--- config.mk ---
export PLATFORM = sky130hd
export DESIGN_NAME = two_choice_worker_select_top
export DESIGN_NICKNAME = d
export VERILOG_FILES = /design/src/hdl/tcws_pkg.sv /design/src/hdl/tcws_ram.sv /design/src/hdl/tcws_div.sv /design/src/hdl/tcws_dp.sv /design/src/hdl/tcws_ctrl.sv /design/src/hdl/two_choice_worker_select_top.sv
export SDC_FILE = /design/constraint.sdc
export NUM_CORES = 2
export LEC_CHECK = 0
export ABC_AREA = 1
export BUFFER_PORTS_ARGS = -buffer_cell sky130_fd_sc_hd__buf_2
export CAP_MARGIN = 20
export CORE_AREA = 2 2 496 621
export DETAILED_ROUTE_END_ITERATION = 6
export DIE_AREA = 0 0 498 623
export PLACE_DENSITY = 0.49
export SLEW_MARGIN = 20
export SYNTH_ARGS = -nofsm -noshare
export SYNTH_HDL_FRONTEND = slang
export SYNTH_SLANG_ARGS = --single-unit
--- constraint.sdc ---
create_clock -name clk -period 7.48 [get_ports clk]
set_input_delay 0.748 -clock clk [delete_from_list [all_inputs] [get_ports clk]]
set_output_delay 0.748 -clock clk [all_outputs]
set_load 0.03 [all_outputs]
--- src/hdl/tcws_pkg.sv ---
// shared types and constants for the two-choice worker select block
package tcws_pkg;

  localparam int HASH_W     = 32;
  localparam int LOAD_W     = 32;
  localparam int WIDX_W     = 6;
  localparam int COUNT_W    = 7;
  localparam int SEL_W      = 6;
  localparam int HASH_SHIFT = 16;
  localparam int PADDR_W    = 3;
  localparam int PDATA_W    = 32;
  localparam int S_TDATA_W  = 72;
  localparam int M_TDATA_W  = 8;

  localparam logic [PADDR_W-3:0] REG_WORKER_COUNT = '0;

  localparam logic ACT_SELECT = 1'b0;
  localparam logic ACT_WRITE  = 1'b1;

  typedef struct packed {
    logic cap_in;
    logic start_div;
    logic cap_cand;
    logic rd_second;
    logic cap_a;
    logic cap_win;
    logic wr_load;
    logic wr_inc;
    logic out_load;
  } tcws_cmd_t;

  typedef struct packed {
    logic is_write;
    logic count_zero;
    logic div_done;
    logic div_busy;
    logic out_free;
  } tcws_stat_t;

endpackage

--- src/hdl/tcws_ram.sv ---
// generic single-write, single-read ram with registered read data
module tcws_ram #(
  parameter int WIDTH = 32,
  parameter int DEPTH = 64,
  localparam int AW = (DEPTH > 1) ? $clog2(DEPTH) : 1
) (
  input  logic             clk,
  input  logic             we,
  input  logic [AW-1:0]    waddr,
  input  logic [WIDTH-1:0] wdata,
  input  logic [AW-1:0]    raddr,
  output logic [WIDTH-1:0] rdata
);

  logic [WIDTH-1:0] mem [DEPTH];

  always_ff @(posedge clk) begin
    if (we) begin
      mem[waddr] <= wdata;
    end
    rdata <= mem[raddr];
  end

endmodule

--- src/hdl/tcws_div.sv ---
// iterative restoring divider, one quotient bit per cycle, remainder only
module tcws_div #(
  parameter int DW = 32,
  parameter int VW = 7
) (
  input  logic          clk,
  input  logic          rst,
  input  logic          start,
  input  logic [DW-1:0] dividend,
  input  logic [VW-1:0] divisor,
  output logic          busy,
  output logic          done,
  output logic [VW-1:0] rem
);

  localparam int CNT_W = $clog2(DW + 1);

  logic [DW-1:0]    dvd;
  logic [VW-1:0]    dsr;
  logic [CNT_W-1:0] cnt;
  logic [VW:0]      trial;
  logic [VW-1:0]    rem_next;

  always_comb begin
    trial = {rem, dvd[DW-1]};
    if (trial >= {1'b0, dsr}) begin
      rem_next = VW'(trial - {1'b0, dsr});
    end else begin
      rem_next = trial[VW-1:0];
    end
  end

  always_ff @(posedge clk) begin
    if (rst) begin
      busy <= 1'b0;
      done <= 1'b0;
      cnt  <= '0;
    end else if (start) begin
      busy <= 1'b1;
      done <= 1'b0;
      cnt  <= CNT_W'(DW);
    end else if (busy) begin
      cnt <= cnt - 1'b1;
      if (cnt == CNT_W'(1)) begin
        busy <= 1'b0;
        done <= 1'b1;
      end
    end
  end

  always_ff @(posedge clk) begin
    if (start) begin
      dvd <= dividend;
      dsr <= divisor;
      rem <= '0;
    end else if (busy) begin
      dvd <= {dvd[DW-2:0], 1'b0};
      rem <= rem_next;
    end
  end

endmodule

--- src/hdl/tcws_dp.sv ---
// datapath: input capture, candidate dividers, load table and result register
module tcws_dp import tcws_pkg::*; #(
  parameter int MAX_WORKERS_P = 64
) (
  input  logic               clk,
  input  logic               rst,
  input  logic               in_action,
  input  logic [HASH_W-1:0]  in_hash,
  input  logic [WIDX_W-1:0]  in_widx,
  input  logic [LOAD_W-1:0]  in_lval,
  input  logic [COUNT_W-1:0] worker_count,
  input  tcws_cmd_t          cmd,
  output tcws_stat_t         stat,
  output logic               out_valid,
  input  logic               out_ready,
  output logic               out_dropped,
  output logic [SEL_W-1:0]   out_sel
);

  localparam int IW = (MAX_WORKERS_P > 1) ? $clog2(MAX_WORKERS_P) : 1;

  logic               act_q;
  logic [HASH_W-1:0]  hash_q;
  logic [WIDX_W-1:0]  widx_q;
  logic [LOAD_W-1:0]  lval_q;
  logic [COUNT_W-1:0] n_q;
  logic [COUNT_W-1:0] n_capped;

  logic               busy_a, busy_b, done_a, done_b;
  logic [COUNT_W-1:0] rem_a, rem_b;

  logic [COUNT_W-1:0] cand_a, cand_b, win_q;
  logic [COUNT_W:0]   cand_sum;
  logic [COUNT_W-1:0] cand_b_next;
  logic [LOAD_W-1:0]  load_a, win_load;

  logic [31:0]        a_ext, b_ext, w_ext, i_ext;
  logic               widx_ok;
  logic               ram_we;
  logic [IW-1:0]      raddr, waddr;
  logic [LOAD_W-1:0]  wdata, rdata, rload;
  logic [MAX_WORKERS_P-1:0] vld;
  logic               rvld;

  // cap the worker count at the table size
  always_comb begin
    if (32'(worker_count) > MAX_WORKERS_P) begin
      n_capped = COUNT_W'(MAX_WORKERS_P);
    end else begin
      n_capped = worker_count;
    end
  end

  always_ff @(posedge clk) begin
    if (cmd.cap_in) begin
      act_q  <= in_action;
      hash_q <= in_hash;
      widx_q <= in_widx;
      lval_q <= in_lval;
      n_q    <= n_capped;
    end
  end

  tcws_div #(.DW(HASH_W), .VW(COUNT_W)) u_div_first (
    .clk      (clk),
    .rst      (rst),
    .start    (cmd.start_div),
    .dividend (hash_q),
    .divisor  (n_q),
    .busy     (busy_a),
    .done     (done_a),
    .rem      (rem_a)
  );

  tcws_div #(.DW(HASH_W), .VW(COUNT_W)) u_div_second (
    .clk      (clk),
    .rst      (rst),
    .start    (cmd.start_div),
    .dividend (hash_q >> HASH_SHIFT),
    .divisor  (n_q - 1'b1),
    .busy     (busy_b),
    .done     (done_b),
    .rem      (rem_b)
  );

  // second candidate wraps once at most
  always_comb begin
    cand_sum = {1'b0, rem_a} + {1'b0, rem_b} + 1'b1;
    if (cand_sum >= {1'b0, n_q}) begin
      cand_b_next = COUNT_W'(cand_sum - {1'b0, n_q});
    end else begin
      cand_b_next = cand_sum[COUNT_W-1:0];
    end
  end

  always_ff @(posedge clk) begin
    if (cmd.cap_cand) begin
      cand_a <= rem_a;
      cand_b <= cand_b_next;
    end
    if (cmd.cap_a) begin
      load_a <= rload;
    end
    if (cmd.cap_win) begin
      if (n_q > COUNT_W'(1) && rload < load_a) begin
        win_q    <= cand_b;
        win_load <= rload;
      end else begin
        win_q    <= cand_a;
        win_load <= load_a;
      end
    end
  end

  assign a_ext   = 32'(cand_a);
  assign b_ext   = 32'(cand_b);
  assign w_ext   = 32'(win_q);
  assign i_ext   = 32'(widx_q);
  assign widx_ok = i_ext < MAX_WORKERS_P;

  assign raddr  = cmd.rd_second ? b_ext[IW-1:0] : a_ext[IW-1:0];
  assign ram_we = (cmd.wr_load && widx_ok) || cmd.wr_inc;
  assign waddr  = cmd.wr_load ? i_ext[IW-1:0] : w_ext[IW-1:0];
  assign wdata  = cmd.wr_load ? lval_q : win_load + 1'b1;

  tcws_ram #(.WIDTH(LOAD_W), .DEPTH(MAX_WORKERS_P)) u_load_ram (
    .clk   (clk),
    .we    (ram_we),
    .waddr (waddr),
    .wdata (wdata),
    .raddr (raddr),
    .rdata (rdata)
  );

  // entries never written read as zero
  always_ff @(posedge clk) begin
    if (rst) begin
      vld <= '0;
    end else if (ram_we) begin
      vld[waddr] <= 1'b1;
    end
  end

  always_ff @(posedge clk) begin
    rvld <= vld[raddr];
  end

  assign rload = rvld ? rdata : '0;

  // result register
  always_ff @(posedge clk) begin
    if (rst) begin
      out_valid <= 1'b0;
    end else if (cmd.out_load) begin
      out_valid <= 1'b1;
    end else if (out_ready) begin
      out_valid <= 1'b0;
    end
  end

  always_ff @(posedge clk) begin
    if (cmd.out_load) begin
      out_dropped <= (act_q == ACT_SELECT) && (n_q == '0);
      if (act_q == ACT_WRITE || n_q == '0) begin
        out_sel <= '0;
      end else begin
        out_sel <= win_q[SEL_W-1:0];
      end
    end
  end

  assign stat.is_write   = act_q == ACT_WRITE;
  assign stat.count_zero = n_q == '0;
  assign stat.div_done   = done_a & done_b;
  assign stat.div_busy   = busy_a | busy_b;
  assign stat.out_free   = !out_valid || out_ready;

endmodule

--- src/hdl/tcws_ctrl.sv ---
// controller: sequences decode, division, table reads, update and result
module tcws_ctrl import tcws_pkg::*; (
  input  logic       clk,
  input  logic       rst,
  input  logic       in_valid,
  output logic       in_ready,
  input  tcws_stat_t stat,
  output tcws_cmd_t  cmd
);

  typedef enum logic [3:0] {
    IDLE, DECODE, DIV, CAND, RDA, RDB, CMP, INC, WR, FIN
  } state_t;

  state_t state, state_next;

  always_comb begin
    state_next = state;
    cmd        = '0;
    in_ready   = 1'b0;
    unique case (state)
      IDLE: begin
        in_ready   = 1'b1;
        cmd.cap_in = in_valid;
        if (in_valid) begin
          state_next = DECODE;
        end
      end
      DECODE: begin
        if (stat.is_write) begin
          state_next = WR;
        end else if (stat.count_zero) begin
          state_next = FIN;
        end else begin
          cmd.start_div = 1'b1;
          state_next    = DIV;
        end
      end
      DIV: begin
        if (stat.div_done) begin
          state_next = CAND;
        end
      end
      CAND: begin
        cmd.cap_cand = 1'b1;
        state_next   = RDA;
      end
      RDA: begin
        state_next = RDB;
      end
      RDB: begin
        cmd.rd_second = 1'b1;
        cmd.cap_a     = 1'b1;
        state_next    = CMP;
      end
      CMP: begin
        cmd.cap_win = 1'b1;
        state_next  = INC;
      end
      INC: begin
        cmd.wr_inc = 1'b1;
        state_next = FIN;
      end
      WR: begin
        cmd.wr_load = 1'b1;
        state_next  = FIN;
      end
      FIN: begin
        if (stat.out_free) begin
          cmd.out_load = 1'b1;
          state_next   = IDLE;
        end
      end
      default: state_next = IDLE;
    endcase
  end

  always_ff @(posedge clk) begin
    if (rst) begin
      state <= IDLE;
    end else begin
      state <= state_next;
    end
  end

endmodule

--- src/hdl/two_choice_worker_select_top.sv ---
// top level of the two-choice worker select block with apb register port
//
//  channel  dir  handshake              payload
//  s_*      in   s_tvalid / s_tready    s_tuser: action; s_tdata: hash, index, load
//  m_*      out  m_tvalid / m_tready    m_tuser: dropped; m_tdata: selected_worker
//  apb      in   psel, penable, pready  worker_count at byte address 0
//
// a select beat runs the two remainder units in parallel over the 32-bit hash
// a load write beat goes from decode to the table write, a dropped connection from decode to the result
// reset clears the per-entry valid bits at once, so no clearing pass is needed
// one beat is worked at a time; a finished result waits in the output register
// and the next input beat is taken once that result has been moved into it
module two_choice_worker_select_top import tcws_pkg::*; #(
  parameter int MAX_WORKERS_P = 64
) (
  input  logic                 clk,
  input  logic                 rst,
  input  logic                 s_tvalid,
  output logic                 s_tready,
  input  logic [S_TDATA_W-1:0] s_tdata,  // flow_hash, worker_index, load_value
  input  logic [0:0]           s_tuser,  // action
  output logic                 m_tvalid,
  input  logic                 m_tready,
  output logic [M_TDATA_W-1:0] m_tdata,  // selected_worker
  output logic [0:0]           m_tuser,  // dropped
  input  logic                 psel,
  input  logic                 penable,
  input  logic                 pwrite,
  input  logic [PADDR_W-1:0]   paddr,
  input  logic [PDATA_W-1:0]   pwdata,
  output logic [PDATA_W-1:0]   prdata,
  output logic                 pready
);

  logic [COUNT_W-1:0] worker_count;
  logic               cfg_wr;
  tcws_cmd_t          cmd;
  tcws_stat_t         stat;
  logic               out_dropped;
  logic [SEL_W-1:0]   out_sel;

  assign pready = 1'b1;
  assign cfg_wr = psel && penable && pwrite && pready &&
                  (paddr[PADDR_W-1:2] == REG_WORKER_COUNT);

  always_ff @(posedge clk) begin
    if (rst) begin
      worker_count <= '0;
    end else if (cfg_wr) begin
      worker_count <= pwdata[COUNT_W-1:0];
    end
  end

  always_comb begin
    unique case (paddr[PADDR_W-1:2])
      REG_WORKER_COUNT: prdata = PDATA_W'(worker_count);
      default:          prdata = '0;
    endcase
  end

  tcws_ctrl u_ctrl (
    .clk      (clk),
    .rst      (rst),
    .in_valid (s_tvalid),
    .in_ready (s_tready),
    .stat     (stat),
    .cmd      (cmd)
  );

  tcws_dp #(.MAX_WORKERS_P(MAX_WORKERS_P)) u_dp (
    .clk          (clk),
    .rst          (rst),
    .in_action    (s_tuser[0]),
    .in_hash      (s_tdata[HASH_W-1:0]),
    .in_widx      (s_tdata[HASH_W+WIDX_W-1:HASH_W]),
    .in_lval      (s_tdata[HASH_W+WIDX_W+LOAD_W-1:HASH_W+WIDX_W]),
    .worker_count (worker_count),
    .cmd          (cmd),
    .stat         (stat),
    .out_valid    (m_tvalid),
    .out_ready    (m_tready),
    .out_dropped  (out_dropped),
    .out_sel      (out_sel)
  );

  assign m_tdata = M_TDATA_W'(out_sel);
  assign m_tuser = out_dropped;

  a_drop_zero_sel: assert property (@(posedge clk) disable iff (rst)
    m_tvalid && m_tuser[0] |-> m_tdata == '0)
    else $error("dropped result carries a nonzero worker");

  a_busy_not_ready: assert property (@(posedge clk) disable iff (rst)
    stat.div_busy |-> !s_tready)
    else $error("input ready while remainder units run");

  a_one_at_a_time: assert property (@(posedge clk) disable iff (rst)
    s_tvalid && s_tready |=> !s_tready)
    else $error("second beat taken before the first was worked");

  a_cfg_write: assert property (@(posedge clk) disable iff (rst)
    cfg_wr |=> worker_count == $past(pwdata[COUNT_W-1:0]))
    else $error("worker count not updated by register write");

endmodule

**Word-level counts from Yosys, hierarchy flattened**

Memories as Yosys holds them, arrays and structs flattened. A register that Yosys moved wholly into a read port is not among the register bits.
Cells that the tools add are included.
W data, S select, Z words.

- Memories: 1
- Memory bits (read-only): 0
- RAM bits: 2048
- Input port bits: 115
- Latch bits: 0
- Output and inout bits: 44
- Register bits: 352
- Logic and storage cells: 141

- $lt $le $gt $ge: 10
- Bitwise operators: 4
- Div/mod/pow operators: 0
- Reduce and logical (&&, ||, !) cells: 21
- $mul: 0
- Mux-type cells: 50
- $add $sub $neg: 9
- Equality and inequality tests: 14
- Shifts and indexed selects: 0

Memories:

| name | depth | bits a word | rd ports | clocked after memory_dff | write ports | RTL line | RTL |
|---|---|---|---|---|---|---|---|
| u_dp.u_load_ram.mem | 64 | 32 | 1 | 1 | 1 | tcws_ram.sv:15 | `logic [WIDTH-1:0] mem [DEPTH];` |

Operators by type and width:

| kind | number |
|---|---|
| $mux W32 | 5 |
| $or A64 B64 Y64 | 1 |
| $mux W6 | 8 |
| $pmux W4 S9 | 1 |
| $add A32 B1 Y32 const B | 1 |
| $lt A32 B32 Y1 | 1 |
| $mux W16 | 2 |
| $ge A8 B7 Y1 | 3 |
| $mux W1 | 23 |
| $lt A6 B7 Y1 const B | 3 |
| $mux W7 | 3 |
| $mux W4 | 5 |
| $eq A4 B3 Y1 const B | 4 |
| $sub A7 B7 Y7 | 2 |
| $eq A6 B1 Y1 const B | 2 |
| $sub A6 B1 Y6 const B | 2 |
| $add A7 B7 Y8 | 1 |
| $add A8 B1 Y8 const B | 1 |
| $eq A4 B2 Y1 const B | 2 |
| $eq A4 B4 Y1 const B | 2 |
| $gt A7 B1 Y1 const B | 1 |
| $gt A7 B7 Y1 const B | 1 |
| $logic_and A1 B1 Y1 | 7 |
| $logic_not A7 Y1 | 1 |
| 17 further kinds | 26 |

**Logic depth before layout (Yosys ltp)**

- Depth after elaboration: 8
- Gate-level depth with buffers: 16
- Gate-level depth less buffers: 14

**By module**

From an unflattened synthesis, not the netlist that was laid out.

- Cell total of the unflattened synthesis: 8872
- Area, all modules: 100777.9 um^2

Modules (own cells, without submodules):

| module | instances | sequential area each (um^2) | cells each | area an instance (um^2) |
|---|---|---|---|---|
| tcws_ram | 1 | 62139.6 | 6769 | 82738.1 |
| tcws_dp | 1 | 6336.1 | 1340 | 11791.3 |
| tcws_div | 2 | 1471.4 | 303 | 2637.5 |
| two_choice_worker_select_top | 1 | 140.1 | 95 | 640.6 |
| tcws_ctrl | 1 | 80.1 | 62 | 332.8 |

**Worst setup path before layout**

OpenSTA, ideal clock, no wires.

- Path type: input -> register
- Start: input port s_tvalid
- End: register u_dp.act_q, enable pin
- Path buffers: 0
- Path slack: 0.807 ns
- Cell stages on the path: 2
- Required time: 6.870 ns
- Setup time: 0.610 ns
- Arrival: 6.063 ns
- Cell sequence: inv_1 > nor3_1

RTL lines:

| item | RTL line | RTL |
|---|---|---|
| from (decl) | two_choice_worker_select_top.sv:18 | `input logic s_tvalid,` |
| to (signal assigned) | tcws_dp.sv:56 | `act_q <= in_action;` |
| to (decl) | tcws_dp.sv:22 | `logic act_q;` |

**Worst setup path after layout**

- Start: register u_ctrl.state[3]
- End: memory u_dp.u_load_ram.mem[43][13], enable pin

- Word-level cells in the longest chain between the ends: 6
- Elaborated cells on any way between the ends: 9
- Classes of those cells: eq/ne (2); mux (5); reduce/logical (2)

RTL lines:

| item | RTL line | RTL |
|---|---|---|
| from (decl) | tcws_ctrl.sv:15 | `state_t state, state_next;` |
| from (signal assigned) | tcws_ctrl.sv:82 | `state <= state_next;` |
| $eq A4 B4 Y1 | tcws_ctrl.sv:21 | `unique case (state)` |
| $mux W1 | tcws_ctrl.sv:21 |  |
| $logic_and A1 B1 Y1 | tcws_dp.sv:122 | `assign ram_we = (cmd.wr_load && widx_ok) \|\| cmd.wr_inc;` |
| $logic_or A1 B1 Y1 | tcws_dp.sv:122 |  |
| $mux W1 | tcws_ram.sv:18 | `if (we) begin` |
| $mux W1 (not written as such) | tcws_ram.sv:19 | `mem[waddr] <= wdata;` |
| to (decl) | tcws_ram.sv:15 |  |

Parallel ways exist; a longest one is shown, timed or not.

==> flow_summary.ini <==
[run_status]
status = finished, violations left
violations = design-rule violations

[min_path]
holdPathEnd = u_dp.hash_q[21]
hold_class = input port to flip-flop
min_path_cells = 1
hp-start = s_tdata[21]

[synthesis]
ys_top_cells_by_area = edfxtp_1 64%, nand2_1 10%, nand3_1 9.3%, inv_1 7.0%, dfxtp_1 2.9%
yosysMostFrequentCell = nand2_1
ys_async_sr_fraction_pct = 0
synth_top_area_share_pct = 64.5
ys.flop_type = edfxtp_1
synth_common_cells = 2,943 x nand2_1, 2,277 x edfxtp_1, 1,988 x inv_1
ys_types = 42
syn-cell-area_um2 = 106000
synth_seq_area_share_pct = 67.4
yosysWarningCount = 0
syn_area_per_cell_um2 = 10.2
synth_edf_count = 2277
ys_ff_latch = 2432
syn_inst = 10400
yosysTopAreaCell = edfxtp_1

[timing]
setup_tns_ns = 0
max_freq_mhz = 201
final_hold_viol_count = 0
layout_worst_path_cycle_share_pct = 66.4
rsz0062_at_grt = false
clock_skew_ns = 0.0568
worstMarginPinSlew_ns = 1.16
period_needed_ns = 4.97
drv_slew = 0
setup_viol = 0
maxSlewHeadroom_pct = 22.9

[pwr]
switching_power_mw = 7.48
leakage_nw = 50.4
switching_share_pct = 24.2
seqPwrFrac_pct = 50.0
ir_drop_mv = 0.181
clkPwrFrac_pct = 41.3
p_int_mw = 23.5
totalPowerFinal_mw = 31.0
power.density_nw_per_um2 = 259
comb_power_share_pct = 8.7

[cts]
clk_pin_slew_ns = 0.06
cts_buffers = 271
cts_setup_buffers = 0
cts_resized = 0
insertion_delay_ns = 0.87
cts_tree = built
clkSinkCount = 2432
holdBufCountCts = 0
cts_root_buf = clkbuf_16
htreeDepth = 5
clk_path_buf_depth = 4

[final_layout]
layout-drive-gt1-share_pct = 7.12
area_growth_pct = 12.9
fin_nets = 10700

[floorplanning]
die_h_um = 623
start_util_pct = 34.8
rows = 227
io_pins = 159
die_w_um = 498
core_um2 = 305000
dieArea_um2 = 310000

[global_route]
grt_pass1_wl_um = 464000
grt_start_max_net_pins = 126
grt_usage_pct = 20.2
grt_overflow_total = 0
grt_pass1_vias = 69500
antenna_found_initial = 15

[worst_setup_path]
rr_worst_depth = 10
cp-end-kind = flip-flop
reg2reg_slack_ns = 2.51
cp-start-kind = flip-flop
crit_required_ns = 7.99
worstPathArrival_ns = 5.48
crit_path_start = u_ctrl.state[3]
critPathMaxFanout = 46
crit_type = flip-flop to flip-flop
reg2reg_to = u_dp.u_load_ram.mem[43][13]
r2r-start = u_ctrl.state[3]

[route]
wire_per_inst_um = 21.8
drt_iter0_markers = 6352
firstDrtPassIters = 7
topRoutingLayerUsed = met4
viasPerCell = 4.89
drc = 1
wl_met1_um = 130000
drt-total-wl_um = 320000
num_vias = 71900
antenna_left = 0
wl_met3_um = 17600
dr_wl_met2_um = 158000

[place]
place_congestion = 0.829
dp_hpwl_um = 174000
io_buffers = 101

[job]
drv_cap = 0
## power groups by stage
stage               Combinational, mW  Sequential [mW]  Clock, mW
floorplan                        1.70             15.7          0
global placement                 2.66             15.8          0
detailed placement               2.71             15.8          0
CTS                              2.72             15.5       13.1
global route                     2.98             15.5       13.6
finish                           2.69             15.5       12.8
## per-layer routing
| layer | GRT usage, % | up-vias |
|---|---|---|
| met5 | 0 | - |
| met4 | 8.89 | 0 |
| met3 | 2.48 | 533 |
| met2 | 35.3 | 2084 |
| met1 | 25.0 | 35300 |
| li1 | - | 34000 |
## metrics by stage
step | setup WS [ns] | hold slack (ns) | std cells | utilization [%] | instance area, um^2
after detailed placement | 2.42 | 0.447 | 14200 | 36.5 | 111000
final | 2.51 | 0.0728 | 14700 | 39.3 | 120000
after global placement | 2.44 | 0.441 | 14200 | 36.5 | 111000
after CTS | 2.39 | 0.000163 | 14700 | 39.3 | 120000
after floorplan | 0.807 | 0.423 | 10500 | - | 106000
after global routing | 2.19 | 0.0469 | 14700 | 39.3 | 120000
## flip-flops by register name, indices dropped and copies added, names as in the netlist, 32 cells and up
| name | cells |
|---|---|
| u_dp.lval_q | 32 |
| u_dp.u_load_ram.rdata | 32 |
| u_dp.vld | 64 |
| u_dp.win_load | 32 |
| u_dp.u_load_ram.mem | 2048 |
| u_dp.u_div_first.dvd | 32 |
| u_dp.u_div_second.dvd | 32 |
| u_dp.load_a | 32 |
| u_dp.hash_q | 32 |
## cells in the final DEF (no fill, tap or decap), types with 23 or more instances in the layout
| master | count |
|---|---|
| clkbuf_1 | 81 |
| nor3_1 | 25 |
| inv_2 | 38 |
| a21oi_1 | 126 |
| o21ai_0 | 52 |
| buf_4 | 173 |
| clkinv_2 | 23 |
| nor2_1 | 80 |
| xor2_1 | 29 |
| inv_1 | 1938 |
| clkbuf_16 | 284 |
| buf_2 | 101 |
| ha_1 | 66 |
| edfxtp_1 | 2277 |
| nand3_1 | 1970 |
| conb_1 | 28 |
| nand4_1 | 50 |
| buf_12 | 26 |
| dfxtp_1 | 154 |
| nand2_1 | 2925 |
| clkinv_1 | 62 |
## worst max path at each step
stage	end	cells past startpoint
CTS	u_dp.u_load_ram.mem[25][19]	11
detailed placement	u_dp.u_load_ram.mem[25][2]	11
global placement	u_dp.u_load_ram.mem[26][15]	11
floorplan	u_dp.act_q	2
global route	u_dp.u_load_ram.mem[25][19]	11
finish	u_dp.u_load_ram.mem[43][13]	10
## logic make-up after synthesis
family	Yosys count	synth area share, %
simple gates	5101	20.6
buf+inv	2541	9.49
flops	2432	67.4
compound gates	244	1.25
fa+ha+maj	70	0.854
xor+xnor	47	0.388
other cells	2	0.00708
## worst max-delay path: stages (launching register included)
cell	delay, ns
dfxtp_1	0.51
inv_2	0.11
nor2_4	0.11
buf_4	0.56
inv_2	0.46
o21ai_0	0.74
nand2_1	0.22
nor3_2	0.52
nand2_1	0.14
inv_1	0.78
buf_4	0.44
## layout make-up
class / instances / area (um^2)
clock inverters: 94 / 762
flip-flops and latches: 2432 / 71500
fillers: 29300 / 185000
inverters: 1995 / 7500
well taps: 4007 / 5010
clock buffers: 379 / 7600
diodes: 7 / 17.5
repair buffers: 301 / 2350
multi-input cells: 5490 / 25000
Power figures use the tool's default switching activity.
